File: src/rtl/rdiu_pkg.sv
// Shared types and constants for the run-length index decoder.
`default_nettype none
package rdiu_pkg;

    localparam int BYTE_W    = 8;
    localparam int POS_W     = 14;
    localparam int BPR_W     = 15;
    localparam int ROWS_W    = 15;
    localparam int PEND_W    = 8;
    localparam int APB_AW    = 4;
    localparam int APB_DW    = 32;
    localparam int TUSER_W   = 4;

    localparam logic [BPR_W-1:0]  ROW_LIMIT_MAX = 15'd16384;
    localparam logic [BYTE_W-1:0] HDR_LIT_MAX   = 8'd128;
    localparam logic [BYTE_W-1:0] RUN_BIAS      = 8'd127;

    // register indexes (paddr[3:2])
    localparam logic [1:0] REG_COMPRESSED    = 2'd0;
    localparam logic [1:0] REG_BYTES_PER_ROW = 2'd1;
    localparam logic [1:0] REG_ROW_COUNT     = 2'd2;

    typedef enum logic [2:0] {
        ST_HEADER,
        ST_LITERAL,
        ST_RUN_WAIT,
        ST_RUN_EMIT,
        ST_STOP
    } t_state;

    typedef struct packed {
        logic emit_byte;   // one decoded byte from the input beat
        logic emit_run;    // one or two copies of the latched run byte
        logic load_hdr;
        logic load_run;
        logic dec_pend;
        logic error;
    } t_cmd;

    typedef struct packed {
        logic hdr_is_run;
        logic pend_one;
        logic run_done;
        logic img_last;
        logic out_free;
    } t_sts;

    typedef struct packed {
        logic [BYTE_W-1:0] first_index_byte;
        logic [BYTE_W-1:0] second_index_byte;
        logic              second_valid;
        logic              row_end_first;
        logic              row_end_second;
        logic              image_done;
        logic              decode_error;
    } t_result;

endpackage
`default_nettype wire

File: src/rtl/rdiu_cfg.sv
// APB configuration registers of the run-length index decoder.
`default_nettype none
module rdiu_cfg import rdiu_pkg::*; (
    input  wire logic              i_clk,
    input  wire logic              i_rst_n,
    input  wire logic              i_psel,
    input  wire logic              i_penable,
    input  wire logic              i_pwrite,
    input  wire logic [APB_AW-1:0] i_paddr,
    input  wire logic [APB_DW-1:0] i_pwdata,
    output logic      [APB_DW-1:0] o_prdata,
    output logic                   o_pready,
    output logic                   o_compressed,
    output logic      [BPR_W-1:0]  o_bytes_per_row,
    output logic      [ROWS_W-1:0] o_row_count
);

    logic              r_compressed;
    logic [BPR_W-1:0]  r_bytes_per_row;
    logic [ROWS_W-1:0] r_row_count;
    logic              w_wr;
    logic [1:0]        w_idx;

    assign o_pready = 1'b1;
    assign w_wr     = i_psel & i_penable & i_pwrite;
    assign w_idx    = i_paddr[3:2];

    always_ff @(posedge i_clk) begin
        if (!i_rst_n) begin
            r_compressed    <= 1'b1;
            r_bytes_per_row <= BPR_W'(1);
            r_row_count     <= ROWS_W'(1);
        end else if (w_wr) begin
            case (w_idx)
                REG_COMPRESSED:    r_compressed    <= i_pwdata[0];
                REG_BYTES_PER_ROW: r_bytes_per_row <= i_pwdata[BPR_W-1:0];
                REG_ROW_COUNT:     r_row_count     <= i_pwdata[ROWS_W-1:0];
                default: ;
            endcase
        end
    end

    always_comb begin
        o_prdata = '0;
        case (w_idx)
            REG_COMPRESSED:    o_prdata = APB_DW'(r_compressed);
            REG_BYTES_PER_ROW: o_prdata = APB_DW'(r_bytes_per_row);
            REG_ROW_COUNT:     o_prdata = APB_DW'(r_row_count);
            default:           o_prdata = '0;
        endcase
    end

    assign o_compressed    = r_compressed;
    assign o_bytes_per_row = r_bytes_per_row;
    assign o_row_count     = r_row_count;

endmodule
`default_nettype wire

File: src/rtl/rdiu_ctrl.sv
// Decode controller: header/literal/run sequencing and input handshake.
`default_nettype none
module rdiu_ctrl import rdiu_pkg::*; (
    input  wire logic i_clk,
    input  wire logic i_rst_n,
    input  wire logic i_in_tvalid,
    input  wire logic i_end_of_stream,
    input  wire logic i_compressed,
    input  wire t_sts i_sts,
    output logic      o_in_tready,
    output t_cmd      o_cmd,
    output t_state    o_state
);

    t_state r_state;
    t_state n_state;

    always_ff @(posedge i_clk) begin
        if (!i_rst_n) begin
            r_state <= ST_HEADER;
        end else begin
            r_state <= n_state;
        end
    end

    // command decode
    always_comb begin
        o_cmd       = '0;
        o_in_tready = 1'b0;
        case (r_state)
            ST_STOP: begin
                o_in_tready = 1'b1;   // beats are swallowed until reset
            end
            ST_RUN_EMIT: begin
                o_cmd.emit_run = i_sts.out_free;
            end
            default: begin
                o_in_tready = i_sts.out_free;
                if (i_in_tvalid && i_sts.out_free) begin
                    if (i_end_of_stream) begin
                        o_cmd.error = 1'b1;
                    end else if (!i_compressed) begin
                        o_cmd.emit_byte = 1'b1;
                    end else begin
                        case (r_state)
                            ST_HEADER: begin
                                o_cmd.load_hdr = 1'b1;
                            end
                            ST_LITERAL: begin
                                o_cmd.emit_byte = 1'b1;
                                o_cmd.dec_pend  = 1'b1;
                            end
                            ST_RUN_WAIT: begin
                                o_cmd.load_run = 1'b1;
                            end
                            default: ;
                        endcase
                    end
                end
            end
        endcase
    end

    always_comb begin
        n_state = r_state;
        case (r_state)
            ST_STOP: n_state = ST_STOP;
            ST_RUN_EMIT: begin
                if (o_cmd.emit_run) begin
                    if (i_sts.img_last) begin
                        n_state = ST_STOP;
                    end else if (i_sts.run_done) begin
                        n_state = ST_HEADER;
                    end
                end
            end
            default: begin
                if (o_cmd.error) begin
                    n_state = ST_STOP;
                end else if (o_cmd.emit_byte && i_sts.img_last) begin
                    n_state = ST_STOP;
                end else if (o_cmd.load_hdr) begin
                    n_state = i_sts.hdr_is_run ? ST_RUN_WAIT : ST_LITERAL;
                end else if (o_cmd.dec_pend && i_sts.pend_one) begin
                    n_state = ST_HEADER;
                end else if (o_cmd.load_run) begin
                    n_state = ST_RUN_EMIT;
                end
            end
        endcase
    end

    assign o_state = r_state;

endmodule
`default_nettype wire

File: src/rtl/rdiu_dp.sv
// Decode datapath: run count, row/image position, result register.
`default_nettype none
module rdiu_dp import rdiu_pkg::*; (
    input  wire logic              i_clk,
    input  wire logic              i_rst_n,
    input  wire t_cmd              i_cmd,
    input  wire logic [BYTE_W-1:0] i_data_byte,
    input  wire logic [BPR_W-1:0]  i_bytes_per_row,
    input  wire logic [ROWS_W-1:0] i_row_count,
    input  wire logic              i_out_tready,
    output t_sts                   o_sts,
    output logic                   o_out_tvalid,
    output t_result                o_result
);

    logic [PEND_W-1:0] r_pend;
    logic [PEND_W-1:0] n_pend;
    logic [BYTE_W-1:0] r_run_byte;
    logic [POS_W-1:0]  r_byte_in_row;
    logic [POS_W-1:0]  n_byte_in_row;
    logic [ROWS_W-1:0] r_row_index;
    logic [ROWS_W-1:0] n_row_index;
    logic              r_out_valid;
    t_result           r_result;
    t_result           n_result;

    logic [BPR_W-1:0]  w_row_lim;
    logic [ROWS_W-1:0] w_rows;
    logic [BPR_W-1:0]  w_pos_inc1, w_pos_inc2;
    logic [ROWS_W:0]   w_row_inc1, w_row_inc2;
    logic              w_re1, w_re2, w_last1, w_last2;
    logic [POS_W-1:0]  w_bir1, w_bir2;
    logic [ROWS_W-1:0] w_row1, w_row2;
    logic              w_two;
    logic              w_emit;
    logic [BYTE_W-1:0] w_src;

    // out-of-range limits clamp
    always_comb begin
        if (i_bytes_per_row == '0) begin
            w_row_lim = BPR_W'(1);
        end else if (i_bytes_per_row > ROW_LIMIT_MAX) begin
            w_row_lim = ROW_LIMIT_MAX;
        end else begin
            w_row_lim = i_bytes_per_row;
        end
        w_rows = (i_row_count == '0) ? ROWS_W'(1) : i_row_count;
    end

    // position after the first byte
    always_comb begin
        w_pos_inc1 = {1'b0, r_byte_in_row} + BPR_W'(1);
        w_row_inc1 = {1'b0, r_row_index} + (ROWS_W+1)'(1);
        w_re1      = w_pos_inc1 >= w_row_lim;
        w_last1    = w_re1 && (w_row_inc1 >= {1'b0, w_rows});
        w_bir1     = w_re1 ? '0 : w_pos_inc1[POS_W-1:0];
        if (w_re1) begin
            w_row1 = w_last1 ? '0 : w_row_inc1[ROWS_W-1:0];
        end else begin
            w_row1 = r_row_index;
        end
    end

    // position after the second byte of a pair
    always_comb begin
        w_pos_inc2 = {1'b0, w_bir1} + BPR_W'(1);
        w_row_inc2 = {1'b0, w_row1} + (ROWS_W+1)'(1);
        w_re2      = w_pos_inc2 >= w_row_lim;
        w_last2    = w_re2 && (w_row_inc2 >= {1'b0, w_rows});
        w_bir2     = w_re2 ? '0 : w_pos_inc2[POS_W-1:0];
        if (w_re2) begin
            w_row2 = w_last2 ? '0 : w_row_inc2[ROWS_W-1:0];
        end else begin
            w_row2 = w_row1;
        end
    end

    // a pair only while the run holds two more and the image is not ended
    assign w_two  = i_cmd.emit_run && (r_pend >= PEND_W'(2)) && !w_last1;
    assign w_emit = i_cmd.emit_byte | i_cmd.emit_run;
    assign w_src  = i_cmd.emit_run ? r_run_byte : i_data_byte;

    always_comb begin
        n_pend = r_pend;
        if (i_cmd.load_hdr) begin
            if (i_data_byte > HDR_LIT_MAX) begin
                n_pend = i_data_byte - RUN_BIAS;
            end else begin
                n_pend = i_data_byte + PEND_W'(1);
            end
        end else if (i_cmd.dec_pend) begin
            n_pend = r_pend - PEND_W'(1);
        end else if (i_cmd.emit_run) begin
            n_pend = r_pend - (w_two ? PEND_W'(2) : PEND_W'(1));
        end
    end

    always_comb begin
        n_byte_in_row = r_byte_in_row;
        n_row_index   = r_row_index;
        if (w_emit) begin
            n_byte_in_row = w_two ? w_bir2 : w_bir1;
            n_row_index   = w_two ? w_row2 : w_row1;
        end
    end

    always_comb begin
        n_result = '0;
        if (i_cmd.error) begin
            n_result.decode_error = 1'b1;
        end else begin
            n_result.first_index_byte  = ~w_src;
            n_result.second_index_byte = w_two ? ~w_src : '0;
            n_result.second_valid      = w_two;
            n_result.row_end_first     = w_re1;
            n_result.row_end_second    = w_two & w_re2;
            n_result.image_done        = w_last1 | (w_two & w_last2);
        end
    end

    always_ff @(posedge i_clk) begin
        if (!i_rst_n) begin
            r_pend        <= '0;
            r_byte_in_row <= '0;
            r_row_index   <= '0;
            r_out_valid   <= 1'b0;
        end else begin
            r_pend        <= n_pend;
            r_byte_in_row <= n_byte_in_row;
            r_row_index   <= n_row_index;
            if (w_emit || i_cmd.error) begin
                r_out_valid <= 1'b1;
            end else if (i_out_tready) begin
                r_out_valid <= 1'b0;
            end
        end
    end

    always_ff @(posedge i_clk) begin
        if (i_cmd.load_run) begin
            r_run_byte <= i_data_byte;
        end
        if (w_emit || i_cmd.error) begin
            r_result <= n_result;
        end
    end

    always_comb begin
        o_sts            = '0;
        o_sts.hdr_is_run = i_data_byte > HDR_LIT_MAX;
        o_sts.pend_one   = r_pend == PEND_W'(1);
        o_sts.run_done   = r_pend <= PEND_W'(2);
        o_sts.img_last   = w_last1 | (w_two & w_last2);
        o_sts.out_free   = !r_out_valid || i_out_tready;
    end

    assign o_out_tvalid = r_out_valid;
    assign o_result     = r_result;

endmodule
`default_nettype wire

File: src/rtl/rle_decode_index_unpack.sv
// A literal or raw byte appears on the output register in the cycle after its beat.
// A header beat gives no output; a run value beat is followed by ceil(n/2) output beats,
// one per cycle while the sink is ready, input held off meanwhile. Throughput while the
// sink is ready: 1 input beat per cycle for headers, literals and raw bytes, set by the
// single result register; runs are paced by the pair emitter (2 bytes per cycle).
// Reset (synchronous, active low): decoder awaits a header, counters zero, regs 1/1/1.
`default_nettype none
module rle_decode_index_unpack import rdiu_pkg::*; (
    input  wire logic               i_clk,
    input  wire logic               i_rst_n,
    // slave stream
    input  wire logic               i_s_axis_tvalid,
    output logic                    o_s_axis_tready,
    input  wire logic [BYTE_W-1:0]  i_s_axis_tdata,   // [7:0] data_byte
    input  wire logic               i_s_axis_tlast,   // end_of_stream
    // master stream
    output logic                    o_m_axis_tvalid,
    input  wire logic               i_m_axis_tready,
    output logic [2*BYTE_W-1:0]     o_m_axis_tdata,   // [7:0] first_index_byte,
                                                      // [15:8] second_index_byte
    output logic [TUSER_W-1:0]      o_m_axis_tuser,   // [0] second_valid, [1] row_end_first,
                                                      // [2] row_end_second, [3] decode_error
    output logic                    o_m_axis_tlast,   // image_done
    // APB configuration
    input  wire logic               i_psel,
    input  wire logic               i_penable,
    input  wire logic               i_pwrite,
    input  wire logic [APB_AW-1:0]  i_paddr,
    input  wire logic [APB_DW-1:0]  i_pwdata,
    output logic      [APB_DW-1:0]  o_prdata,
    output logic                    o_pready
);

    logic              w_compressed;
    logic [BPR_W-1:0]  w_bytes_per_row;
    logic [ROWS_W-1:0] w_row_count;
    t_cmd              w_cmd;
    t_sts              w_sts;
    t_state            w_state;
    t_result           w_result;

    rdiu_cfg u_cfg (
        .i_clk           (i_clk),
        .i_rst_n         (i_rst_n),
        .i_psel          (i_psel),
        .i_penable       (i_penable),
        .i_pwrite        (i_pwrite),
        .i_paddr         (i_paddr),
        .i_pwdata        (i_pwdata),
        .o_prdata        (o_prdata),
        .o_pready        (o_pready),
        .o_compressed    (w_compressed),
        .o_bytes_per_row (w_bytes_per_row),
        .o_row_count     (w_row_count)
    );

    rdiu_ctrl u_ctrl (
        .i_clk           (i_clk),
        .i_rst_n         (i_rst_n),
        .i_in_tvalid     (i_s_axis_tvalid),
        .i_end_of_stream (i_s_axis_tlast),
        .i_compressed    (w_compressed),
        .i_sts           (w_sts),
        .o_in_tready     (o_s_axis_tready),
        .o_cmd           (w_cmd),
        .o_state         (w_state)
    );

    rdiu_dp u_dp (
        .i_clk           (i_clk),
        .i_rst_n         (i_rst_n),
        .i_cmd           (w_cmd),
        .i_data_byte     (i_s_axis_tdata),
        .i_bytes_per_row (w_bytes_per_row),
        .i_row_count     (w_row_count),
        .i_out_tready    (i_m_axis_tready),
        .o_sts           (w_sts),
        .o_out_tvalid    (o_m_axis_tvalid),
        .o_result        (w_result)
    );

    assign o_m_axis_tdata = {w_result.second_index_byte, w_result.first_index_byte};
    assign o_m_axis_tuser = {w_result.decode_error, w_result.row_end_second,
                             w_result.row_end_first, w_result.second_valid};
    assign o_m_axis_tlast = w_result.image_done;

    // input is held off while a run is being expanded
    a_run_stalls_input: assert property (@(posedge i_clk) disable iff (!i_rst_n)
        (w_state == ST_RUN_EMIT) |-> !o_s_axis_tready)
        else $error("input ready during run expansion");

    // an error beat carries nothing else
    a_error_clean: assert property (@(posedge i_clk) disable iff (!i_rst_n)
        (o_m_axis_tvalid && o_m_axis_tuser[3]) |->
            (o_m_axis_tdata == '0 && o_m_axis_tuser[2:0] == '0 && !o_m_axis_tlast))
        else $error("error beat with payload");

    // an image-end or error beat only ever exists once the decoder has stopped
    a_done_stops: assert property (@(posedge i_clk) disable iff (!i_rst_n)
        (o_m_axis_tvalid && (o_m_axis_tlast || o_m_axis_tuser[3])) |-> (w_state == ST_STOP))
        else $error("image end or error without stop");

    // a single-byte beat leaves the second slot empty
    a_single_clean: assert property (@(posedge i_clk) disable iff (!i_rst_n)
        (o_m_axis_tvalid && !o_m_axis_tuser[0]) |->
            (o_m_axis_tdata[2*BYTE_W-1:BYTE_W] == '0 && !o_m_axis_tuser[2]))
        else $error("second byte set without second_valid");

endmodule
`default_nettype wire
File: config.mk
export PLATFORM = sky130hd
export DESIGN_NAME = rle_decode_index_unpack
export DESIGN_NICKNAME = d
export VERILOG_FILES = /design/src/rtl/rdiu_pkg.sv /design/src/rtl/rdiu_cfg.sv /design/src/rtl/rdiu_ctrl.sv /design/src/rtl/rdiu_dp.sv /design/src/rtl/rle_decode_index_unpack.sv
export SDC_FILE = /design/constraint.sdc
export NUM_CORES = 1
export LEC_CHECK = 0
export BUFFER_PORTS_ARGS = -buffer_cell sky130_fd_sc_hd__buf_4
export CAP_MARGIN = 0
export CORE_MARGIN = 5
export CORE_UTILIZATION = 59
export DETAILED_ROUTE_END_ITERATION = 10
export MAX_ROUTING_LAYER = met4
export PLACE_DENSITY_LB_ADDON = 0.1
export SYNTH_ARGS = -nofsm -noshare
export SYNTH_HDL_FRONTEND = slang
export SYNTH_SLANG_ARGS = --single-unit
File: constraint.sdc
create_clock -name i_clk -period 7.93 [get_ports i_clk]
set_input_delay 1.9825 -clock i_clk [delete_from_list [all_inputs] [get_ports i_clk]]
set_output_delay 1.9825 -clock i_clk [all_outputs]
set_load 0.01 [all_outputs]
==> results.sh <==
export IMPL_switchingPower_mw=1.12
export IMPL_cts_buffer_depth=2
export IMPL_crit_arrival_ns=7.58
export IMPL_fp_dieArea_mm2=0.0161
export IMPL_die_h_um=127
export IMPL_wirelength_um=21700
export IMPL_layout_drive_gt1_share=0.111
export IMPL_syn_area_per_cell_um2=7.93
export IMPL_worst_slack_ns=0.657
export IMPL_min_period_over_period=0.917
export IMPL_initial_core_util=0.606
export IMPL_synth_top_area_share=0.179
export IMPL_clockRootBuffer="clkbuf_16"
export IMPL_fin_crit_ns=7.27
export IMPL_clk_pin_slew_ns=0.08
export IMPL_syn2layout_area_growth_pct=10.9
export IMPL_finalMaxSlewViolations=0
export IMPL_synthMostInstantiatedCell="nand2_1"
export IMPL_ys_flop_type="dfxtp_1"
export IMPL_worstPathRequired_ns=8.23
export IMPL_grt_usage=0.277
export IMPL_finalHoldViolCount=0
export IMPL_yosysWarnings=0
export IMPL_num_antenna_cells=0
export IMPL_setup_tns_ns=0
export IMPL_r2r_setup_slack_ns=0.66
export IMPL_holdBufCountCts=0
export IMPL_synth_distinct_cells=79
export IMPL_synth_common_cells="140 x nand2_1, 76 x a21oi_1, 72 x dfxtp_1"
export IMPL_viasPerCell=6.12
export IMPL_p_int_mw=1.34
export IMPL_async_flop_share=0
export IMPL_insertion_delay_ns=0.36
export IMPL_ios=108
export IMPL_grt_pass1_vias=7232
export IMPL_path_max_fanout=14
export IMPL_cts_tree="done"
export IMPL_ys_top_cells_by_area="dfxtp_1 18%, ha_1 11%, edfxtp_1 11%, nand2_1 6.5%, a21oi_1 4.7%"
export IMPL_power_density_mw_per_mm2=276
export IMPL_vias=7583
export IMPL_switching_share=0.454
export IMPL_fmax_mhz=138
export IMPL_synth_cells=1016
export IMPL_total_power_mw=2.46
export IMPL_postRouteAntennaNets=0
export IMPL_io_buffers=70
export IMPL_p_comb_frac=0.540
export IMPL_place_hpwl_um=16400
export IMPL_cp_start_kind="register"
export IMPL_drt_first_iter_violations=741
export IMPL_htree_num_levels=3
export IMPL_antenna_found_initial=0
export IMPL_seq_area_frac_synth=0.287
export IMPL_setup_viol=0
export IMPL_drtPass1Iterations=7
export IMPL_grt_pass1_wl_um=35400
export IMPL_pwr_share_seq=0.277
export IMPL_ir_drop_uv=174
export IMPL_cts_sinks=101
export IMPL_worstHoldPathType="reg2reg"
export IMPL_synth_edf_count=29
export IMPL_yosysTopAreaCell="dfxtp_1"
export IMPL_total_leakage_power_nw=3.60
export IMPL_numCtsBuffers=9
export IMPL_path_class="reg2reg"
export IMPL_max_cap_violations=0
export IMPL_num_rows=42
export IMPL_core_area_mm2=0.0133
export IMPL_ys_seq_elements=101
export IMPL_power_frac_clock=0.183
export IMPL_post_place_ws_ns=0.646
export IMPL_wire_per_inst_um=17.5
export IMPL_routabilityCongestion=0.973
export IMPL_drc=0
export IMPL_cp_end_kind="register"
export IMPL_tightest_slew_ns=1.12
export IMPL_grt_max_degree=39
export IMPL_rsz0062_at_grt="false"
export IMPL_nNetsFinal=1183
export IMPL_whs_ns=0.502
export IMPL_finClkSkew_ns=0.0128
export IMPL_grt_overflow_total=0
export IMPL_slew_headroom=0.250
export IMPL_netlist_area_mm2=0.00806
export IMPL_die_w_um=127
export IMPL_status="completed"
critical path, stage by stage, from the launching register on:
cell and delay [ns]:
dfxtp_1 0.53, ha_1 0.37, nand4_1 0.25, nor2_1 0.19, xnor2_1 0.21, inv_1 0.08
ha_1 0.32, and3_4 0.19, a221o_1 0.38, a211oi_4 0.39, nand3_4 0.26, nand2b_1 0.30
o21ai_1 0.32, ha_1 0.35, o211ai_4 0.17, or3_1 0.44, xnor2_1 0.26, ha_1 0.29
o21a_1 0.16, o21ai_0 0.15, nand2b_1 0.07, a21oi_1 0.14, nor2_1 0.06, a221o_1 0.36
a311oi_2 0.50, o221ai_1 0.20, o21ba_1 0.23
path summary, 6_finish.rpt:
check,cells after the start,from,to
worst max-delay path,26,u_dp.r_row_index[0],u_dp.r_row_index[12]
worst min-delay path,2,u_cfg.o_bytes_per_row[1],u_cfg.o_bytes_per_row[1]
worst max register to register,26,u_dp.r_row_index[0],u_dp.r_row_index[12]
worst min register to register,2,u_cfg.o_bytes_per_row[1],u_cfg.o_bytes_per_row[1]
placed cells by master (no fill, tap or decap), types with 8 or more instances in the layout:
master / Yosys / layout
xor2_1: 15 / 15
edfxtp_1: 29 / 29
o21ai_0: 50 / 49
xnor2_1: 40 / 40
nor2_1: 71 / 71
dfxtp_1: 72 / 72
a22o_1: 20 / 20
conb_1: 2 / 18
ha_1: 71 / 71
a21o_1: 10 / 10
nand2b_1: 13 / 13
nand4_1: 19 / 19
nand2_1: 140 / 140
nor4_1: 16 / 16
buf_4: 18 / 84
and2_1: 14 / 14
a21oi_1: 76 / 76
a22oi_1: 8 / 8
inv_1: 53 / 53
nand3_1: 37 / 37
nor3_1: 23 / 23
or3_1: 9 / 9
o211ai_1: 8 / 8
mux2i_1: 8 / 8
and3_1: 16 / 16
a211oi_1: 15 / 15
o21a_1: 12 / 12
clkbuf_16: 0 / 9
registers in the layout, indices dropped and copies added, names as in the netlist:
register / flops
u_cfg.o_row_count: 15
u_dp.r_row_index: 15
u_dp.o_out_tvalid: 1
u_cfg.o_compressed: 1
u_ctrl.o_state: 3
u_dp.r_pend: 8
u_dp.r_run_byte: 8
u_dp.o_result: 21
u_dp.r_byte_in_row: 14
u_cfg.o_bytes_per_row: 15
cell type report:
class	count	area [um2]
multi-input combinational	810	5280
fill	1216	4360
sequential	101	2310
timing repair buffer	84	631
clock buffer	9	225
tap	176	220
inverter	53	199
clock inverter	7	71.3
routing by layer:
layer | wire length, um | vias to the layer above | global-route usage
met5 | 0 | - | -
met4 | 554 | 0 | 0.0927
met3 | 1360 | 39 | 0.0471
met2 | 10200 | 229 | 0.447
met1 | 9610 | 3562 | 0.354
li1 | - | 3753 | -
power groups by stage:
stage	Combinational (mW)	Sequential, mW	Clock, mW
4_1_cts	1.31	0.680	0.456
3_3_place_gp	1.29	0.690	0
2_1_floorplan	0.959	0.673	0
6_report	1.33	0.682	0.451
3_5_place_dp	1.30	0.692	0
5_1_grt	1.46	0.695	0.471
stage by stage:
stage,instances,cell area [um2],util
after floorplan,1032,8120,-
after global placement,1224,8640,0.650
after detailed placement,1224,8640,0.650
after CTS,1240,8930,0.672
after global routing,1240,8930,0.672
final,1240,8930,0.672
timing repair:
item | CTS | global route
buffers inserted | 0 | 0
gates resized for setup | 0 | 1
setup endpoints to repair | 0 | 2
cell families after synthesis:
kind of cell,share of synthesized area
AND/OR/NAND/NOR,0.234
AO/OA/AOI/OAI,0.229
buffers and inverters,0.0664
flip-flops,0.287
adder cells (fa/ha/maj),0.113
XOR/XNOR,0.0598
multiplexers,0.00994
other,0.000932
Power figures use the tool's default switching activity.
